File: config.mk
export PLATFORM = sky130hd
export DESIGN_NAME = next_permutation_engine_core_flat
export DESIGN_NICKNAME = d
export VERILOG_FILES = /design/src/design/npe_pkg.sv /design/src/design/npe_stream_if.sv /design/src/design/next_permutation_engine_core.sv /design/src/design/npe_store.sv /design/src/flat_wrapper.sv
export SDC_FILE = /design/constraint.sdc
export NUM_CORES = 1
export LEC_CHECK = 0
export ABC_AREA = 0
export BUFFER_PORTS_ARGS = -buffer_cell sky130_fd_sc_hd__buf_4
export CAP_MARGIN = 0
export CORE_MARGIN = 2
export CORE_UTILIZATION = 30
export DETAILED_ROUTE_END_ITERATION = 10
export PLACE_DENSITY = 0.56
export SYNTH_ARGS = -nofsm -noshare
export SYNTH_HDL_FRONTEND = slang
export SYNTH_SLANG_ARGS = --single-unit
File: constraint.sdc
create_clock -name clk -period 3.61 [get_ports clk]
set_input_delay 0.5415 -clock clk [delete_from_list [all_inputs] [get_ports clk]]
set_output_delay 0.5415 -clock clk [all_outputs]
set_load 0.02 [all_outputs]
File: src/design/npe_pkg.sv
`default_nettype none

package npe_pkg;

  // Field widths fixed by the channel formats
  localparam int OP_W  = 1;
  localparam int POS_W = 4;
  localparam int VAL_W = 16;
  localparam int CFG_W = 5;

  // Defaults for the top-level parameters
  localparam int MAX_LEN_DEF    = 16;
  localparam int VALUE_BITS_DEF = 16;

  localparam logic [CFG_W-1:0] LEN_RESET = 5'd16;

  // Operation codes
  localparam logic [OP_W-1:0] OP_WRITE   = 1'b0;
  localparam logic [OP_W-1:0] OP_ADVANCE = 1'b1;

  typedef struct packed {
    logic [OP_W-1:0]  operation;
    logic [POS_W-1:0] position;
    logic [VAL_W-1:0] value;
  } in_item_t;

  typedef struct packed {
    logic [POS_W-1:0] element_index;
    logic [VAL_W-1:0] element_value;
    logic             last_of_run;
    logic             exhausted;
  } out_item_t;

  typedef logic [CFG_W-1:0] cfg_item_t;

  typedef enum logic [3:0] {
    ST_IDLE,
    ST_ASC_PRIME,
    ST_ASC,
    ST_LARGER,
    ST_SWAP_A,
    ST_SWAP_B,
    ST_REV_RI,
    ST_REV_RJ,
    ST_REV_WI,
    ST_REV_WJ,
    ST_EMIT_RD,
    ST_EMIT_LD
  } npe_state_t;

endpackage

`default_nettype wire

File: src/design/npe_stream_if.sv
`default_nettype none

interface npe_stream_if #(
  parameter type payload_t = logic
);
  logic     valid;
  logic     ready;
  payload_t payload;

  modport source (output valid, output payload, input ready);
  modport sink (input valid, input payload, output ready);
endinterface

`default_nettype wire

File: src/design/next_permutation_engine_core.sv
`default_nettype none
// Operation: a write beat goes straight into the sequence store. An advance runs the ascent
//   scan, the larger-element scan, the swap, the suffix reversal (read both, write both per
//   pair) and the emit of each entry (read, then load the output register, held while the sink
//   stalls); every step is paced by the single read and single write port of the sequence store.
// Throughput: one item at a time; the input is not ready until the last result is loaded.
// Reset: sequencer idle, output empty, length_in_use = 16; store contents undefined until written.

module next_permutation_engine_core #(
  parameter int MAX_LEN    = npe_pkg::MAX_LEN_DEF,
  parameter int VALUE_BITS = npe_pkg::VALUE_BITS_DEF
) (
  input wire logic      clk,
  input wire logic      rst_n,
  npe_stream_if.sink    in_if,
  npe_stream_if.source  out_if,
  npe_stream_if.sink    cfg_if
);

  localparam int IDX_W = $clog2(MAX_LEN);
  localparam int LEN_W = $clog2(MAX_LEN + 1);

  npe_pkg::npe_state_t state_r, state_nxt;

  logic [npe_pkg::CFG_W-1:0] len_r;
  logic [LEN_W-1:0]          n_r, n_nxt, n_eff;
  logic [IDX_W-1:0]          ptr_r, ptr_nxt;   // scan pointer, then upper reversal index
  logic [IDX_W-1:0]          lo_r, lo_nxt;     // ascent position, then lower reversal index
  logic [IDX_W-1:0]          k_r, k_nxt;       // emit counter
  logic [VALUE_BITS-1:0]     vhold_r, vhold_nxt;
  logic [VALUE_BITS-1:0]     vb_r, vb_nxt;
  logic                      exh_r, exh_nxt;

  logic                      out_valid_r, out_valid_nxt;
  npe_pkg::out_item_t        out_item_r, out_item_nxt;

  logic                      mem_we, mem_re;
  logic [IDX_W-1:0]          mem_waddr, mem_raddr;
  logic [VALUE_BITS-1:0]     mem_wdata, rd_data;

  logic [VALUE_BITS-1:0]     cmp_lhs, cmp_rhs;
  logic                      cmp_lt;

  logic                      in_fire, pos_ok, out_free, last_hit, larger_hit;
  logic [IDX_W-1:0]          last_idx;

  // Sequence store: one write and one registered read per cycle
  npe_store #(
    .DEPTH (MAX_LEN),
    .WIDTH (VALUE_BITS)
  ) u_store (
    .clk   (clk),
    .we    (mem_we),
    .waddr (mem_waddr),
    .wdata (mem_wdata),
    .re    (mem_re),
    .raddr (mem_raddr),
    .rdata (rd_data)
  );

  // Handshakes: input only while idle, configuration always taken
  assign in_if.ready  = (state_r == npe_pkg::ST_IDLE);
  assign cfg_if.ready = 1'b1;
  assign in_fire      = in_if.valid && in_if.ready;

  assign out_if.valid   = out_valid_r;
  assign out_if.payload = out_item_r;
  assign out_free       = !out_valid_r || out_if.ready;

  // Clamp the configured length to the store depth
  assign n_eff  = (32'(len_r) > 32'(MAX_LEN)) ? LEN_W'(MAX_LEN) : LEN_W'(len_r);
  assign pos_ok = 32'(in_if.payload.position) < 32'(MAX_LEN);

  assign last_idx = IDX_W'(n_r - LEN_W'(1));
  assign last_hit = (LEN_W'(k_r) + LEN_W'(1)) == n_r;

  // Shared comparator: the ascent scan tests seq[i] < seq[i+1], the larger-element
  // scan tests seq[a] < seq[j]
  always_comb begin
    if (state_r == npe_pkg::ST_LARGER) begin
      cmp_lhs = vhold_r;
      cmp_rhs = rd_data;
    end else begin
      cmp_lhs = rd_data;
      cmp_rhs = vhold_r;
    end
  end
  assign cmp_lt = cmp_lhs < cmp_rhs;

  // The entry just after the ascent is always larger; stop there at the latest
  assign larger_hit = cmp_lt || (ptr_r == lo_r + IDX_W'(1));

  // Next state
  always_comb begin
    state_nxt = state_r;
    unique case (state_r)
      npe_pkg::ST_IDLE: begin
        if (in_fire && in_if.payload.operation == npe_pkg::OP_ADVANCE) begin
          if (n_eff == LEN_W'(0)) begin
            state_nxt = npe_pkg::ST_IDLE;
          end else if (n_eff == LEN_W'(1)) begin
            state_nxt = npe_pkg::ST_EMIT_RD;
          end else begin
            state_nxt = npe_pkg::ST_ASC_PRIME;
          end
        end
      end
      npe_pkg::ST_ASC_PRIME: begin
        state_nxt = npe_pkg::ST_ASC;
      end
      npe_pkg::ST_ASC: begin
        if (cmp_lt) begin
          state_nxt = npe_pkg::ST_LARGER;
        end else if (ptr_r == IDX_W'(0)) begin
          state_nxt = npe_pkg::ST_EMIT_RD;
        end
      end
      npe_pkg::ST_LARGER: begin
        if (larger_hit) begin
          state_nxt = npe_pkg::ST_SWAP_A;
        end
      end
      npe_pkg::ST_SWAP_A: begin
        state_nxt = npe_pkg::ST_SWAP_B;
      end
      npe_pkg::ST_SWAP_B: begin
        if (lo_r + IDX_W'(1) < last_idx) begin
          state_nxt = npe_pkg::ST_REV_RI;
        end else begin
          state_nxt = npe_pkg::ST_EMIT_RD;
        end
      end
      npe_pkg::ST_REV_RI: begin
        state_nxt = npe_pkg::ST_REV_RJ;
      end
      npe_pkg::ST_REV_RJ: begin
        state_nxt = npe_pkg::ST_REV_WI;
      end
      npe_pkg::ST_REV_WI: begin
        state_nxt = npe_pkg::ST_REV_WJ;
      end
      npe_pkg::ST_REV_WJ: begin
        if (lo_r + IDX_W'(1) < ptr_r - IDX_W'(1)) begin
          state_nxt = npe_pkg::ST_REV_RI;
        end else begin
          state_nxt = npe_pkg::ST_EMIT_RD;
        end
      end
      npe_pkg::ST_EMIT_RD: begin
        if (out_free) begin
          state_nxt = npe_pkg::ST_EMIT_LD;
        end
      end
      npe_pkg::ST_EMIT_LD: begin
        if (last_hit) begin
          state_nxt = npe_pkg::ST_IDLE;
        end else begin
          state_nxt = npe_pkg::ST_EMIT_RD;
        end
      end
      default: begin
        state_nxt = npe_pkg::ST_IDLE;
      end
    endcase
  end

  // Datapath and store control
  always_comb begin
    mem_we       = 1'b0;
    mem_waddr    = lo_r;
    mem_wdata    = vb_r;
    mem_re       = 1'b0;
    mem_raddr    = ptr_r;
    n_nxt        = n_r;
    ptr_nxt      = ptr_r;
    lo_nxt       = lo_r;
    k_nxt        = k_r;
    vhold_nxt    = vhold_r;
    vb_nxt       = vb_r;
    exh_nxt      = exh_r;
    out_item_nxt = out_item_r;
    out_valid_nxt = out_valid_r && !out_if.ready;

    unique case (state_r)
      npe_pkg::ST_IDLE: begin
        if (in_fire) begin
          if (in_if.payload.operation == npe_pkg::OP_WRITE) begin
            // Drop writes beyond the store
            mem_we    = pos_ok;
            mem_waddr = IDX_W'(in_if.payload.position);
            mem_wdata = VALUE_BITS'(in_if.payload.value);
          end else begin
            n_nxt     = n_eff;
            k_nxt     = '0;
            exh_nxt   = n_eff < LEN_W'(2);
            mem_re    = 1'b1;
            mem_raddr = IDX_W'(n_eff - LEN_W'(1));
            ptr_nxt   = IDX_W'(n_eff - LEN_W'(1));
          end
        end
      end
      npe_pkg::ST_ASC_PRIME: begin
        vhold_nxt = rd_data;
        mem_re    = 1'b1;
        mem_raddr = ptr_r - IDX_W'(1);
        ptr_nxt   = ptr_r - IDX_W'(1);
      end
      npe_pkg::ST_ASC: begin
        if (cmp_lt) begin
          lo_nxt    = ptr_r;
          vhold_nxt = rd_data;
          mem_re    = 1'b1;
          mem_raddr = last_idx;
          ptr_nxt   = last_idx;
        end else if (ptr_r == IDX_W'(0)) begin
          exh_nxt = 1'b1;
        end else begin
          vhold_nxt = rd_data;
          mem_re    = 1'b1;
          mem_raddr = ptr_r - IDX_W'(1);
          ptr_nxt   = ptr_r - IDX_W'(1);
        end
      end
      npe_pkg::ST_LARGER: begin
        if (larger_hit) begin
          vb_nxt = rd_data;
        end else begin
          mem_re    = 1'b1;
          mem_raddr = ptr_r - IDX_W'(1);
          ptr_nxt   = ptr_r - IDX_W'(1);
        end
      end
      npe_pkg::ST_SWAP_A: begin
        mem_we    = 1'b1;
        mem_waddr = lo_r;
        mem_wdata = vb_r;
      end
      npe_pkg::ST_SWAP_B: begin
        mem_we    = 1'b1;
        mem_waddr = ptr_r;
        mem_wdata = vhold_r;
        lo_nxt    = lo_r + IDX_W'(1);
        ptr_nxt   = last_idx;
      end
      npe_pkg::ST_REV_RI: begin
        mem_re    = 1'b1;
        mem_raddr = lo_r;
      end
      npe_pkg::ST_REV_RJ: begin
        mem_re    = 1'b1;
        mem_raddr = ptr_r;
        vhold_nxt = rd_data;
      end
      npe_pkg::ST_REV_WI: begin
        mem_we    = 1'b1;
        mem_waddr = lo_r;
        mem_wdata = rd_data;
      end
      npe_pkg::ST_REV_WJ: begin
        mem_we    = 1'b1;
        mem_waddr = ptr_r;
        mem_wdata = vhold_r;
        lo_nxt    = lo_r + IDX_W'(1);
        ptr_nxt   = ptr_r - IDX_W'(1);
      end
      npe_pkg::ST_EMIT_RD: begin
        if (out_free) begin
          mem_re    = 1'b1;
          mem_raddr = k_r;
        end
      end
      npe_pkg::ST_EMIT_LD: begin
        // Output register is free here: the read was issued only when it would be
        out_valid_nxt              = 1'b1;
        out_item_nxt.element_index = npe_pkg::POS_W'(k_r);
        out_item_nxt.element_value = npe_pkg::VAL_W'(rd_data);
        out_item_nxt.last_of_run   = last_hit;
        out_item_nxt.exhausted     = exh_r;
        k_nxt                      = k_r + IDX_W'(1);
      end
      default: begin
        mem_we = 1'b0;
      end
    endcase
  end

  always_ff @(posedge clk) begin
    if (!rst_n) begin
      state_r     <= npe_pkg::ST_IDLE;
      out_valid_r <= 1'b0;
      len_r       <= npe_pkg::LEN_RESET;
    end else begin
      state_r     <= state_nxt;
      out_valid_r <= out_valid_nxt;
      if (cfg_if.valid && cfg_if.ready) begin
        len_r <= cfg_if.payload;
      end
    end
  end

  always_ff @(posedge clk) begin
    n_r        <= n_nxt;
    ptr_r      <= ptr_nxt;
    lo_r       <= lo_nxt;
    k_r        <= k_nxt;
    vhold_r    <= vhold_nxt;
    vb_r       <= vb_nxt;
    exh_r      <= exh_nxt;
    out_item_r <= out_item_nxt;
  end

`ifndef SYNTHESIS
  a_write_no_result: assert property (@(posedge clk) disable iff (!rst_n)
    (in_fire && in_if.payload.operation == npe_pkg::OP_WRITE && !out_valid_r)
      |=> !out_valid_r)
    else $error("write beat produced a result beat");

  a_larger_above_ascent: assert property (@(posedge clk) disable iff (!rst_n)
    (state_r == npe_pkg::ST_LARGER) |-> (ptr_r > lo_r))
    else $error("larger-element scan passed the ascent");

  a_reverse_order: assert property (@(posedge clk) disable iff (!rst_n)
    (state_r == npe_pkg::ST_REV_RI) |-> (lo_r < ptr_r))
    else $error("suffix reversal indices crossed");

  a_last_ends_run: assert property (@(posedge clk) disable iff (!rst_n)
    (state_r == npe_pkg::ST_EMIT_LD && last_hit)
      |=> (state_r == npe_pkg::ST_IDLE && out_valid_r && out_item_r.last_of_run))
    else $error("final beat did not close the run");
`endif

endmodule

`default_nettype wire

File: src/design/npe_store.sv
`default_nettype none

module npe_store #(
  parameter int DEPTH = npe_pkg::MAX_LEN_DEF,
  parameter int WIDTH = npe_pkg::VALUE_BITS_DEF,
  localparam int ADDR_W = $clog2(DEPTH)
) (
  input  wire logic              clk,
  input  wire logic              we,
  input  wire logic [ADDR_W-1:0] waddr,
  input  wire logic [WIDTH-1:0]  wdata,
  input  wire logic              re,
  input  wire logic [ADDR_W-1:0] raddr,
  output logic      [WIDTH-1:0]  rdata
);

  logic [WIDTH-1:0] mem [DEPTH];

  always_ff @(posedge clk) begin
    if (we) begin
      mem[waddr] <= wdata;
    end
  end

  // Registered read, hold data between reads
  always_ff @(posedge clk) begin
    if (re) begin
      rdata <= mem[raddr];
    end
  end

endmodule

`default_nettype wire

File: src/flat_wrapper.sv
// flat-port wrapper written by rule: the top's interface ports become plain ports
module next_permutation_engine_core_flat import npe_pkg::*;
#(
  parameter int MAX_LEN    = npe_pkg::MAX_LEN_DEF,
  parameter int VALUE_BITS = npe_pkg::VALUE_BITS_DEF
)
  (clk, rst_n, in_if_valid, in_if_payload, in_if_ready, out_if_valid, out_if_payload, out_if_ready, cfg_if_valid, cfg_if_payload, cfg_if_ready);
  npe_stream_if #(.payload_t(in_item_t)) in_if_i ();
  npe_stream_if #(.payload_t(out_item_t)) out_if_i ();
  npe_stream_if #(.payload_t(cfg_item_t)) cfg_if_i ();
  input wire logic clk;
  input wire logic rst_n;
  input wire logic [$bits(in_if_i.valid)-1:0] in_if_valid;
  input wire logic [$bits(in_if_i.payload)-1:0] in_if_payload;
  output wire logic [$bits(in_if_i.ready)-1:0] in_if_ready;
  output wire logic [$bits(out_if_i.valid)-1:0] out_if_valid;
  output wire logic [$bits(out_if_i.payload)-1:0] out_if_payload;
  input wire logic [$bits(out_if_i.ready)-1:0] out_if_ready;
  input wire logic [$bits(cfg_if_i.valid)-1:0] cfg_if_valid;
  input wire logic [$bits(cfg_if_i.payload)-1:0] cfg_if_payload;
  output wire logic [$bits(cfg_if_i.ready)-1:0] cfg_if_ready;
  assign in_if_i.valid = in_if_valid;
  assign in_if_i.payload = in_if_payload;
  assign in_if_ready = in_if_i.ready;
  assign out_if_valid = out_if_i.valid;
  assign out_if_payload = out_if_i.payload;
  assign out_if_i.ready = out_if_ready;
  assign cfg_if_i.valid = cfg_if_valid;
  assign cfg_if_i.payload = cfg_if_payload;
  assign cfg_if_ready = cfg_if_i.ready;
  next_permutation_engine_core #(.MAX_LEN(MAX_LEN), .VALUE_BITS(VALUE_BITS)) u_core (.clk(clk), .rst_n(rst_n), .in_if(in_if_i), .out_if(out_if_i), .cfg_if(cfg_if_i));
endmodule
# --- Word-level counts from Yosys, hierarchy flattened ---
# Memory sizes are Yosys's and may differ from the RTL's. A register that Yosys moved wholly into a read port is not among the register bits.
# Index checks and enable logic that the tools add are counted.
# W data, S select, Z words.
totals:
  ff_bits: 82
  mem_bits_rw: 256
  inputBits: 31
  output_inout_bits: 25
  wordCells: 131
  mem_count: 1
classes:
  add_sub_neg: 6
  magnitude_cmp: 5
  n_eq_ne: 24
  mux: 54
  reduce_logical: 27
mem_list:
  columns: ["memory", "words", "width", "read_ports", "rd_clocked_by_memory_dff", "write_ports", "line_no", "source"]
  rows:
  - ["u_core.u_store.mem", 16, 16, 1, 1, 1, "npe_store.sv:17", "logic [WIDTH-1:0] mem [DEPTH];"]
op_table:
  columns: ["op", "n"]
  rows:
  - ["$mux W16", 6]
  - ["$mux W4", 21]
  - ["$pmux W16 S3", 1]
  - ["$pmux W4 S12", 1]
  - ["$pmux W16 S2", 1]
  - ["$pmux W4 S2", 3]
  - ["$pmux W4 S6", 1]
  - ["$pmux W4 S5", 1]
  - ["$eq A4 B3 Y1 const B", 4]
  - ["$eq A4 B4 Y1 const B", 4]
  - ["$lt A16 B16 Y1", 1]
  - ["$mux W1", 15]
  - ["$sub A4 B1 Y4 const B", 3]
  - ["$add A4 B1 Y4 const B", 2]
  - ["$eq A4 B2 Y1 const B", 2]
  - ["$logic_not A4 Y1", 2]
  - ["$lt A4 B4 Y1", 2]
  - ["$ne A2 B1 Y1 const B", 4]
  - ["$ne A2 B2 Y1 const B", 4]
  - ["$reduce_bool A2 Y1", 4]
  - ["$reduce_and A2 Y1", 3]
  - ["$reduce_and A3 Y1", 2]
  - ["$reduce_or A2 Y1", 3]
  - ["$add A4 B1 Y5 const B", 1]
  - ["other kinds (20)", 25]

# --- Depth between registers and ports, before layout ---
# Gate-level depths: netlist of run 1.
logic_depth:
  ltp_word: 7
  ltp_mapped: 19
  depth_no_buf: 14

# --- Hierarchy ---
# A second synthesis of run 1 with hierarchy kept.
unflattened:
  cells_unflattened: 943
  hier_area_um2: 15408.5
modules_own_cells:
  columns: ["module", "instances", "cells_each", "area_each_um2", "seq_area_each_um2"]
  rows:
  - ["npe_store", 1, 432, 10202.3, 8167.8]
  - ["next_permutation_engine_core", 1, 511, 5206.2, 2362.3]

# --- Worst setup path after synthesis of run 1 ---
# OpenSTA, ideal clock, no wires.
synth_path:
  path_type: "flip-flop to flip-flop"
  startpoint: "register u_core.u_store.rdata[0] (read register of u_core.u_store.mem)"
  endpoint: "register u_core.u_store.rdata[10] (read register of u_core.u_store.mem) (data pin)"
  setup_time_ns: 0.274
  arrival_ns: 3.315
  t_required_ns: 3.336
  slack_ns: 0.021
  path_stages_with_launch: 15
  n_path_buf: 2
  synth_period_minus_slack_ns: 3.589
  cell_sequence: "edfxtp_1 nor2b_1 maj3_1 o2111a_1 a2111o_1 o21ai_2 o21a_2 inv_4 o41ai_2 nand2_1 or3_1 buf_2 buf_4 nor2_2 a2111oi_2"
synth_between:
  elab_chain_len: 5
  word_cells_on_any_way: 10
  classes_between: "order compare: 1; mux: 8; reduce/logical: 1"
synth_rtl:
  columns: ["item", "line_no", "source"]
  rows:
  - ["start: declaration", "npe_store.sv:14", "output logic [WIDTH-1:0] rdata"]
  - ["$mux W16", "next_permutation_engine_core.sv:80", "if (state_r == npe_pkg::ST_LARGER) begin"]
  - ["$lt A16 B16 Y1 *", "next_permutation_engine_core.sv:88", "assign cmp_lt = cmp_lhs < cmp_rhs;"]
  - ["$logic_or A1 B1 Y1", "next_permutation_engine_core.sv:91", "assign larger_hit = cmp_lt || (ptr_r == lo_r + IDX_W'(1));"]
  - ["$mux W4 / $mux W1 (equally long branches)", "next_permutation_engine_core.sv:225", "if (larger_hit) begin"]
  - ["$pmux W4 S6 / $pmux W1 S5 (equally long branches)", "next_permutation_engine_core.sv:184", "unique case (state_r)"]
# Every way passes the cells marked *; elsewhere a longest branch is shown, timed or not.
# A chain may end at the register's enable or synchronous reset.

# --- Final worst setup path of run 1 ---
layout_path:
  startpoint: "register u_core.vhold_r[8]"
  endpoint: "register u_core.u_store.rdata[4] (read register of u_core.u_store.mem) (data pin)"
layout_between:
  elab_chain_len: 5
  word_cells_on_any_way: 10
  classes_between: "order compare: 1; mux: 8; reduce/logical: 1"
layout_rtl:
  columns: ["item", "line_no", "source"]
  rows:
  - ["start: declaration", "next_permutation_engine_core.sv:30", "logic [VALUE_BITS-1:0] vhold_r, vhold_nxt;"]
  - ["start signal: assignment", "next_permutation_engine_core.sv:306", "vhold_r <= vhold_nxt;"]
  - ["$mux W16", "next_permutation_engine_core.sv:80", null]
  - ["$lt A16 B16 Y1 *", "next_permutation_engine_core.sv:88", null]
  - ["$logic_or A1 B1 Y1", "next_permutation_engine_core.sv:91", null]
  - ["$mux W4 / $mux W1 (equally long branches)", "next_permutation_engine_core.sv:225", null]
  - ["$pmux W4 S6 / $pmux W1 S5 (equally long branches)", "next_permutation_engine_core.sv:184", null]
# Marks and branches as above.

==> results of run 1 <==
==> final timing paths <==
check / depth (start not counted) / slack, ns / endpoint
min: 2 / 0.23 / u_core.len_r[4]
max: 15 / -0.19 / u_core.u_store.rdata[4]
min reg2reg: 0 / 0.41 / u_core.out_if.payload[0]
max reg2reg: 15 / -0.19 / u_core.u_store.rdata[4]
==> layout by cell type, fill, tap and decap left out, drive strengths merged, types with 5 or more instances in the layout <==
cell type / netlist / final
a2111oi: 16 / 16
a211oi: 11 / 11
a21boi: 5 / 5
a21oi: 21 / 21
a222oi: 19 / 19
a22oi: 6 / 6
a31oi: 6 / 6
and2: 5 / 5
and3: 6 / 6
buf: 35 / 268
clkbuf: 46 / 48
clkinv: 2 / 18
dfxtp: 10 / 10
edfxtp: 344 / 344
ha: 14 / 14
inv: 24 / 26
maj3: 5 / 5
mux2: 31 / 31
mux2i: 38 / 38
nand2: 80 / 80
nand2b: 14 / 14
nand3: 77 / 77
nand4: 77 / 77
nor2: 68 / 68
nor2b: 25 / 25
nor3: 10 / 10
o21ai: 92 / 92
o22ai: 5 / 5
o2bb2ai: 15 / 15
o31ai: 5 / 5
xnor2: 14 / 14
xor2: 10 / 10
==> cell type report <==
type                       count  share of cell area [%]
sequential                   354                   49.93
multi-input combinational    748                   26.45
timing repair buffer         272                   13.20
clock buffer                  47                   4.770
tap                          688                   4.082
clock inverter                22                   1.062
inverter                      26                  0.5043
==> flip-flops by register name, summed over array words and instances, names as in the netlist, 4 cells and up <==
name,cells
u_core.n_r,5
u_core.len_r,5
u_core.u_store.rdata,16
u_core.vb_r,16
u_core.lo_r,4
u_core.ptr_r,4
u_core.k_r,4
u_core.out_if.payload,22
u_core.vhold_r,16
u_core.u_store.mem,256
u_core.state_r,4
==> stage by stage <==
step,setup slack [ns],instance area (um2),utilization [%],setup TNS (ns)
final,-0.1890,21090,39.89,-1.755
after global routing,-0.3396,21090,39.89,-4.220
after CTS,-0.1453,20960,39.64,-1.425
after detailed placement,-0.4575,18950,35.85,-4.447
after global placement,-0.4324,18950,35.85,-3.702
after floorplan,0.02143,16120,-,0
==> per-layer routing <==
layer | vias up | global-route usage (%) | share of wire, %
met5 | - | 0 | 0
met4 | 0 | 4.845 | 2.1
met3 | 67 | 2.832 | 6.1
met2 | 447 | 27.59 | 47
met1 | 5788 | 24.23 | 45
li1 | 5222 | - | -
==> Yosys cell counts (all sizes together), types with 14 or more instances <==
cell | number | area [um2]
edfxtp | 344 | 10330
o21ai | 92 | 464.2
nand2 | 80 | 300.3
nand3 | 77 | 397.9
nand4 | 77 | 481.7
nor2 | 68 | 287.8
clkbuf | 46 | 172.7
mux2i | 38 | 380.4
buf | 35 | 232.7
mux2 | 31 | 349.1
nor2b | 25 | 156.4
inv | 24 | 92.59
a21oi | 21 | 112.6
a222oi | 19 | 190.2
a2111oi | 16 | 214.0
o2bb2ai | 15 | 150.1
ha | 14 | 175.2
nand2b | 14 | 87.58
xnor2 | 14 | 122.6
==> timing repair <==
action / in CTS / in global routing
setup endpoints to repair: 16 / 44
buffers inserted: 16 / 4
resized for setup: 99 / 12
pin swaps: 51 / 12
cloned: 7 / 1
==> kinds of logic (layout without fill, tap and decap cells) <==
group / count (synthesis) / in the layout / share of synthesized area, %
AOI/OAI and AO/OA: 247 / 247 / 11.59
xor gates and xnor gates: 25 / 25 / 1.444
muxes: 69 / 69 / 4.525
buffers and inverters: 107 / 367 / 3.174
and+or+nand+nor: 387 / 387 / 12.53
adders and majority gates: 19 / 19 / 1.397
DFF: 354 / 354 / 65.32
other: 1 / 1 / 0.02326
==> run metrics, run 1 <==
gr usage total 17.26%; drt pass-1 iters 7; Crit path required time 3.96 ns; TritonCTS Buffers 38; vias post-DR 11520; CTS tree built; hold buffers post-CTS 0; Setup CP Type register to register; failing checks setup timing; total gr overflow 0; Yosys warning count 0; Inst Count DP 2061; Setup Skew 0.02259 ns; period utilization 105.2%; initial drt markers 1302; I/O pins 56; initial core utilization 30.50%; asr flop ratio synth 0%; Layout Cells excl Fill 2157; first-pass GRT wire length 72.71 mm; Main synth FF type edfxtp_1; syn_area_per_cell 13.33 um2; cell family with most CP delay compound AO/OA/AOI/OAI gates; clock sink total 354; Net Count, Synth 1254; Hold Path Class primary input to register; count of input and output buffers 54; Die W 235.8 um; Setup violations, final 16; total wire length 48.57 mm; most frequent CP cell buf_6; area of the mapped netlist 16120 um2; FF-to-FF Start u_core.vhold_r[8]; sequential-to-total area share from yosys stat 65.32%; register area 10530 um2; synth unique cells 87; initial antenna violation count 0; max cap viols 0; Slowest cell on crit path or4_4; CP arrival 4.14 ns; Mapped Cells 1209; # nets final 1485; Core ar. 52870 um2; min-delay src rst_n; RD Place Congestion 0.9217; Critical Path Fanout Max 7; relative slew slack 53.12%; Die Y 235.8 um; endpoints failing hold 0; Crit path largest cell delay 0.56 ns; Die Area 55610 um2; via density per instance 5.343; CTS H-tree lvls 2; fmax 263.2 MHz; final max-slew violation count 0; Setup WS post-layout -0.1890 ns; #FFs+latches synth 354; fill cell count 4940; DP HPWL 31.14 mm; vias in the first global route 11290; RSZ-0062 raised after global routing yes; clk slew on worst S/H paths 0.06 ns; remaining antenna violation count 0; CTS Root Buffer Type clkbuf_16; Worst Tran Pin Value 0.7015 ns; post-detailed-route wirelength per cell 22.52 um; status complete, but fails checks; Area Overhead vs Synth 30.81%; diode count 0; layout cells sized above 1 31.04%; Post-synth EDFFs 344; clock period minus worst slack 3.799 ns; clock buffer depth 3; critical path endpoint category register; worst skew pair latency 0.57 ns; Critical Path Source u_core.vhold_r[8]; number of remaining DRC errors 0; FP Rows 84; Buf/Inv on CP 4; hold slack 0.2329 ns; crit-path cells nor2b_4, maj3_2, o21bai_1, a311o_1, nand2_2, buf_6, or4_4, a21oi_4, a21oi_4, buf_6, buf_16, buf_6, mux2i_2, o2bb2ai_2, a2111oi_4; area of the multi-input gates 5578 um2; Setup crit start kind register; maximum number of pins on one net before global-route repair 62
Power of run 1 is not shown: default switching activity piles up to over one toggle a cycle in this logic, so the estimate is an artifact.
==> inputs of run 2 (changes only) <==
--- a/config.mk
+++ b/config.mk
@@ -5,7 +5,6 @@
 export SDC_FILE = /design/constraint.sdc
 export NUM_CORES = 1
 export LEC_CHECK = 0
-export ABC_AREA = 0
 export BUFFER_PORTS_ARGS = -buffer_cell sky130_fd_sc_hd__buf_4
 export CAP_MARGIN = 0
 export CORE_MARGIN = 2
==> constraint.sdc (replaced) <==
create_clock -name clk -period 3.26 [get_ports clk]
set_input_delay 0.489 -clock clk [delete_from_list [all_inputs] [get_ports clk]]
set_output_delay 0.489 -clock clk [all_outputs]
set_load 0.02 [all_outputs]
==> run metrics, run 2 (synthesis gave the netlist of run 1 again) <==
hold buffers post-CTS 0; setup TNS -9.197 ns; FF-to-FF Start u_core.u_store.rdata[0]; TritonCTS Buffers 39; status complete, but fails checks; DP Worst Slack -1.339 ns; CTS H-tree lvls 2; drt pass-1 iters 7; Hold Path Class primary input to register; remaining antenna violation count 0; clock period minus worst slack 3.911 ns; Largest Register u_core.u_store.mem; hold slack 0.1343 ns; Setup Skew 0.02864 ns; CTS tree built; worst skew pair latency 0.57 ns; RSZ-0062 raised after global routing yes; hold depth 3; Setup violations, final 16; Area Overhead vs Synth 38.17%; failing checks setup timing; Setup CP Type register to register; FP Rows 84; Setup WS post-layout -0.6506 ns; vias in the first global route 11700; Setup crit start kind register; DP HPWL 33.39 mm; max FFs per register 256; via density per instance 5.306; Crit path required time 3.57 ns; total wire length 52.63 mm; Worst Tran Pin Value 0.6058 ns; Die Y 235.8 um; endpoints failing hold 0; clock buffer depth 3; Die Area 55610 um2; max cap viols 0; Critical Path Source u_core.u_store.rdata[0]; clock sink total 354; critical path endpoint category register; min-delay src cfg_if_payload[4]; commonest non-fill, non-tap cell in the layout edfxtp_1; initial core utilization 30.50%; clk slew on worst S/H paths 0.06 ns; Core ar. 52870 um2; R2R Path End u_core.u_store.rdata[1]; diode count 0; Critical Path Fanout Max 9; leading cell types in the layout, fill and taps excluded edfxtp_1, buf_4, o21ai_0; total gr overflow 0; layout cells sized above 1 37.78%; maximum number of pins on one net before global-route repair 29; RD Place Congestion 0.9363; I/O pins 56; final max-slew violation count 0; number of remaining DRC errors 0; count of input and output buffers 54; relative slew slack 59.52%; CP arrival 4.22 ns; period utilization 120.0%; gr usage total 18.01%; Hold Path Sink u_core.len_r[4]; first-pass GRT wire length 74.79 mm; CTS Root Buffer Type clkbuf_16; initial antenna violation count 0; design area 22280 um2; post-detailed-route wirelength per cell 23.34 um; DP Area 19470 um2; # nets final 1585; Die W 235.8 um; fmax 255.7 MHz; worst-case reg-to-reg path depth 14; initial drt markers 1304; R2R setup slack -0.65 ns; vias post-DR 11970
run 2: cell types whose count changed in the layout (fill, tap and decap cells not counted), sizes merged:
cell      previous run  this run
bufinv               4         2
buf                268       360
clkinvlp             0         1
clkinv              18        11
clkbuf              48        63
bufbuf               3         2
run 2: repair_timing:
item | CTS | global route
buffers inserted | 36 | 20
gates resized for setup | 109 | 82
pin swaps | 41 | 28
cloned | 5 | 9
endpoints found under the setup margin | 302 | 303
run 2: metal layers:
metal / vias to the layer above / global-route usage (%) / wire, um
li1: 5415 / - / -
met1: 5973 / 24.68 / 22880
met2: 477 / 29.02 / 24470
met3: 101 / 2.996 / 3683
met4: 0 / 6.022 / 1592
met5: - / 0 / 0
run 2: worst max path at each step:
stage                                     to  depth (start not counted)
detailed placement   u_core.u_store.rdata[1]                         15
CTS                  u_core.u_store.rdata[1]                         16
floorplan           u_core.u_store.rdata[10]                         13
global placement     u_core.u_store.rdata[1]                         15
finish               u_core.u_store.rdata[1]                         14
global route         u_core.u_store.rdata[6]                         17
run 2: layout make-up:
cell class	instances	area, um2
Timing Repair Buffer	371	3755
Inverter	26	115.1
Clock inverter	14	141.4
Sequential cell	354	10530
Multi-Input combinational cell	748	5821
Clock buffer	54	1052
Fill cell	4804	30590
Tap cell	688	860.8
run 2: critical path, stage by stage (launching register included):
cell       delay, ns
edfxtp_1        0.47
nor2b_4         0.17
maj3_2          0.29
o2111a_1        0.25
a2111o_1        0.36
buf_6           0.15
o21ai_4         0.20
o21ai_0         0.19
a31oi_1         0.28
buf_4           0.18
nor2_1          0.08
and3_1          0.22
buf_12          0.16
o2bb2ai_2       0.14
a2111oi_4       0.50
run 2: stage by stage:
| step | util [%] | instances |
|---|---|---|
| 2_1_floorplan | - | 1209 |
| 3_3_place_gp | 36.84 | 2123 |
| 3_5_place_dp | 36.84 | 2123 |
| 4_1_cts | 40.76 | 2228 |
| 5_1_grt | 42.14 | 2255 |
| 6_report | 42.14 | 2255 |
Power of run 2 is left out for the same reason.
==> inputs of run 3 (changes only) <==
--- a/config.mk
+++ b/config.mk
@@ -10,7 +10,7 @@
 export CORE_MARGIN = 2
 export CORE_UTILIZATION = 30
 export DETAILED_ROUTE_END_ITERATION = 10
-export PLACE_DENSITY = 0.56
+export PLACE_DENSITY = 0.54
 export SYNTH_ARGS = -nofsm -noshare
 export SYNTH_HDL_FRONTEND = slang
 export SYNTH_SLANG_ARGS = --single-unit
==> constraint.sdc (replaced) <==
create_clock -name clk -period 4.4 [get_ports clk]
set_input_delay 0.66 -clock clk [delete_from_list [all_inputs] [get_ports clk]]
set_output_delay 0.66 -clock clk [all_outputs]
set_load 0.02 [all_outputs]
==> run metrics, run 3 (synthesis gave the netlist of run 1 again) <==
status finished, final reports clean; FF-to-FF Start u_core.u_store.rdata[0]; leading cell types in the layout, fill and taps excluded edfxtp_1, buf_4, o21ai_0; I/O pins 56; CTS Root Buffer Type clkbuf_16; vias post-DR 10880; # nets final 1363; Setup Skew 0.02049 ns; Critical Path Fanout Max 33; min-delay src cfg_if_payload[4]; via density per instance 5.354; initial antenna violation count 0; Setup CP Type register to register; Hold Path Class primary input to register; RSZ-0062 raised after global routing no; worst-case reg-to-reg path depth 14; Layout Cells excl Fill 2032; Leak Pwr 6.431 nW; CTS H-tree lvls 2; CP arrival 4.55 ns; commonest non-fill, non-tap cell in the layout edfxtp_1; remaining antenna violation count 0; post-CTS setup buffers 0; R2R Path End u_core.u_store.rdata[7]; diode count 0; DP Worst Slack -0.2369 ns; Setup crit start kind register; Setup WS post-layout 0.1676 ns; max cap viols 0; Inst Count DP 1966; PD cells 896.4 nW/um2; Tot Pwr 0.01709 W; total gr overflow 0; DP HPWL 30.69 mm; worst skew pair latency 0.55 ns; gr usage total 16.16%; hold depth 3; max FFs per register 256; R2R setup slack 0.17 ns; count of input and output buffers 54; relative slew slack 30.02%; design area 19060 um2; Worst Tran Pin Value 1.049 ns; Die Y 235.8 um; clock buffer depth 3; maximum number of pins on one net before global-route repair 62; hold buffers post-CTS 0; clock period minus worst slack 4.232 ns; critical path endpoint category register; Core ar. 52870 um2; final max-slew violation count 0; layout cells sized above 1 21.58%; Worst VDD drop 0.5554 mV; number of remaining DRC errors 0; drt pass-1 iters 7; period utilization 96.19%; Die W 235.8 um; total wire length 45.56 mm; first-pass GRT wire length 68.17 mm; fmax 236.3 MHz; Area Overhead vs Synth 18.24%; initial drt markers 1160; DP Area 17840 um2; CTS tree built; TritonCTS Buffers 38; Die Area 55610 um2; clock sink total 354; RD Place Congestion 0.9122; Hold Path Sink u_core.len_r[4]; Setup violations, final 0; Largest Register u_core.u_store.mem; endpoints failing hold 0; initial core utilization 30.50%; FP Rows 84; clk slew on worst S/H paths 0.06 ns; post-detailed-route wirelength per cell 22.42 um; vias in the first global route 10500; Crit path required time 4.72 ns
## run 3: cell count changes in the layout (fill, tap and decap cells not counted), sizes merged
cell    previous run  this run
buf              360       150
bufbuf             2         0
clkbuf            63        52
## run 3: metal layers
| layer | GRT usage (%) | share of wire, % |
|---|---|---|
| met1 | 22.59 | 45 |
| met2 | 25.69 | 47 |
| met3 | 2.949 | 6.1 |
| met4 | 4.555 | 2.3 |
| met5 | 0 | 0 |
## run 3: power by group
part	total, W	internal (W)	switching [W]	leakage [nW]
logic	0.00867	0.00314	0.00553	2.65
registers	0.00536	0.00497	0.000391	3.21
clock network	0.00306	0.00176	0.00131	0.567
## run 3: timing repair
item                       4_1_cts  5_1_grt
hold endpoints to repair         0        0
gates cloned                     0        0
pin swaps                        0        1
setup endpoints to repair        4       11
resized for setup                3        7
## run 3: worst max path at each step
stage                                         from                        to  slack [ns]
final                      u_core.u_store.rdata[0]   u_core.u_store.rdata[7]        0.17
after global routing       u_core.u_store.rdata[0]   u_core.u_store.rdata[7]       0.006
after global placement    u_core.u_store.rdata[13]   u_core.u_store.rdata[7]       -0.19
after floorplan            u_core.u_store.rdata[0]  u_core.u_store.rdata[10]        0.81
after CTS                 u_core.u_store.rdata[13]   u_core.u_store.rdata[4]        0.01
after detailed placement  u_core.u_store.rdata[13]   u_core.u_store.rdata[7]       -0.24
## run 3: final cells by class
type	count	area, um2
Clock inverter	14	137.6
Sequential cell	354	10530
Timing Repair Buffer	150	1212
Fill cell	5074	33800
Clock buffer	52	1025
Inverter	26	106.4
Multi-Input combinational cell	748	5190
Tap cell	688	860.8
## run 3: worst max-delay path: stages (launching register included)
cell       delay (ns)
edfxtp_1         0.49
nor2b_1          0.18
maj3_1           0.35
o2111a_1         0.24
a2111o_1         0.38
nor2_1           0.27
nor3_1           0.16
buf_4            0.19
o31ai_4          0.28
buf_12           0.23
buf_6            0.29
nand3_1          0.12
nand4_1          0.15
nand4_1          0.17
a2111oi_4        0.44
## run 3: metrics by stage
stage	hold WS [ns]	utilization, %	setup TNS (ns)
6_report	0.3463	36.06	0
3_5_place_dp	0.4045	33.74	-0.5050
2_1_floorplan	0.4003	-	0
3_3_place_gp	0.4045	33.74	-0.3871
5_1_grt	0.3380	36.06	0
4_1_cts	0.3201	36.00	0
No activity file was read; power rests on OpenSTA's default activity.
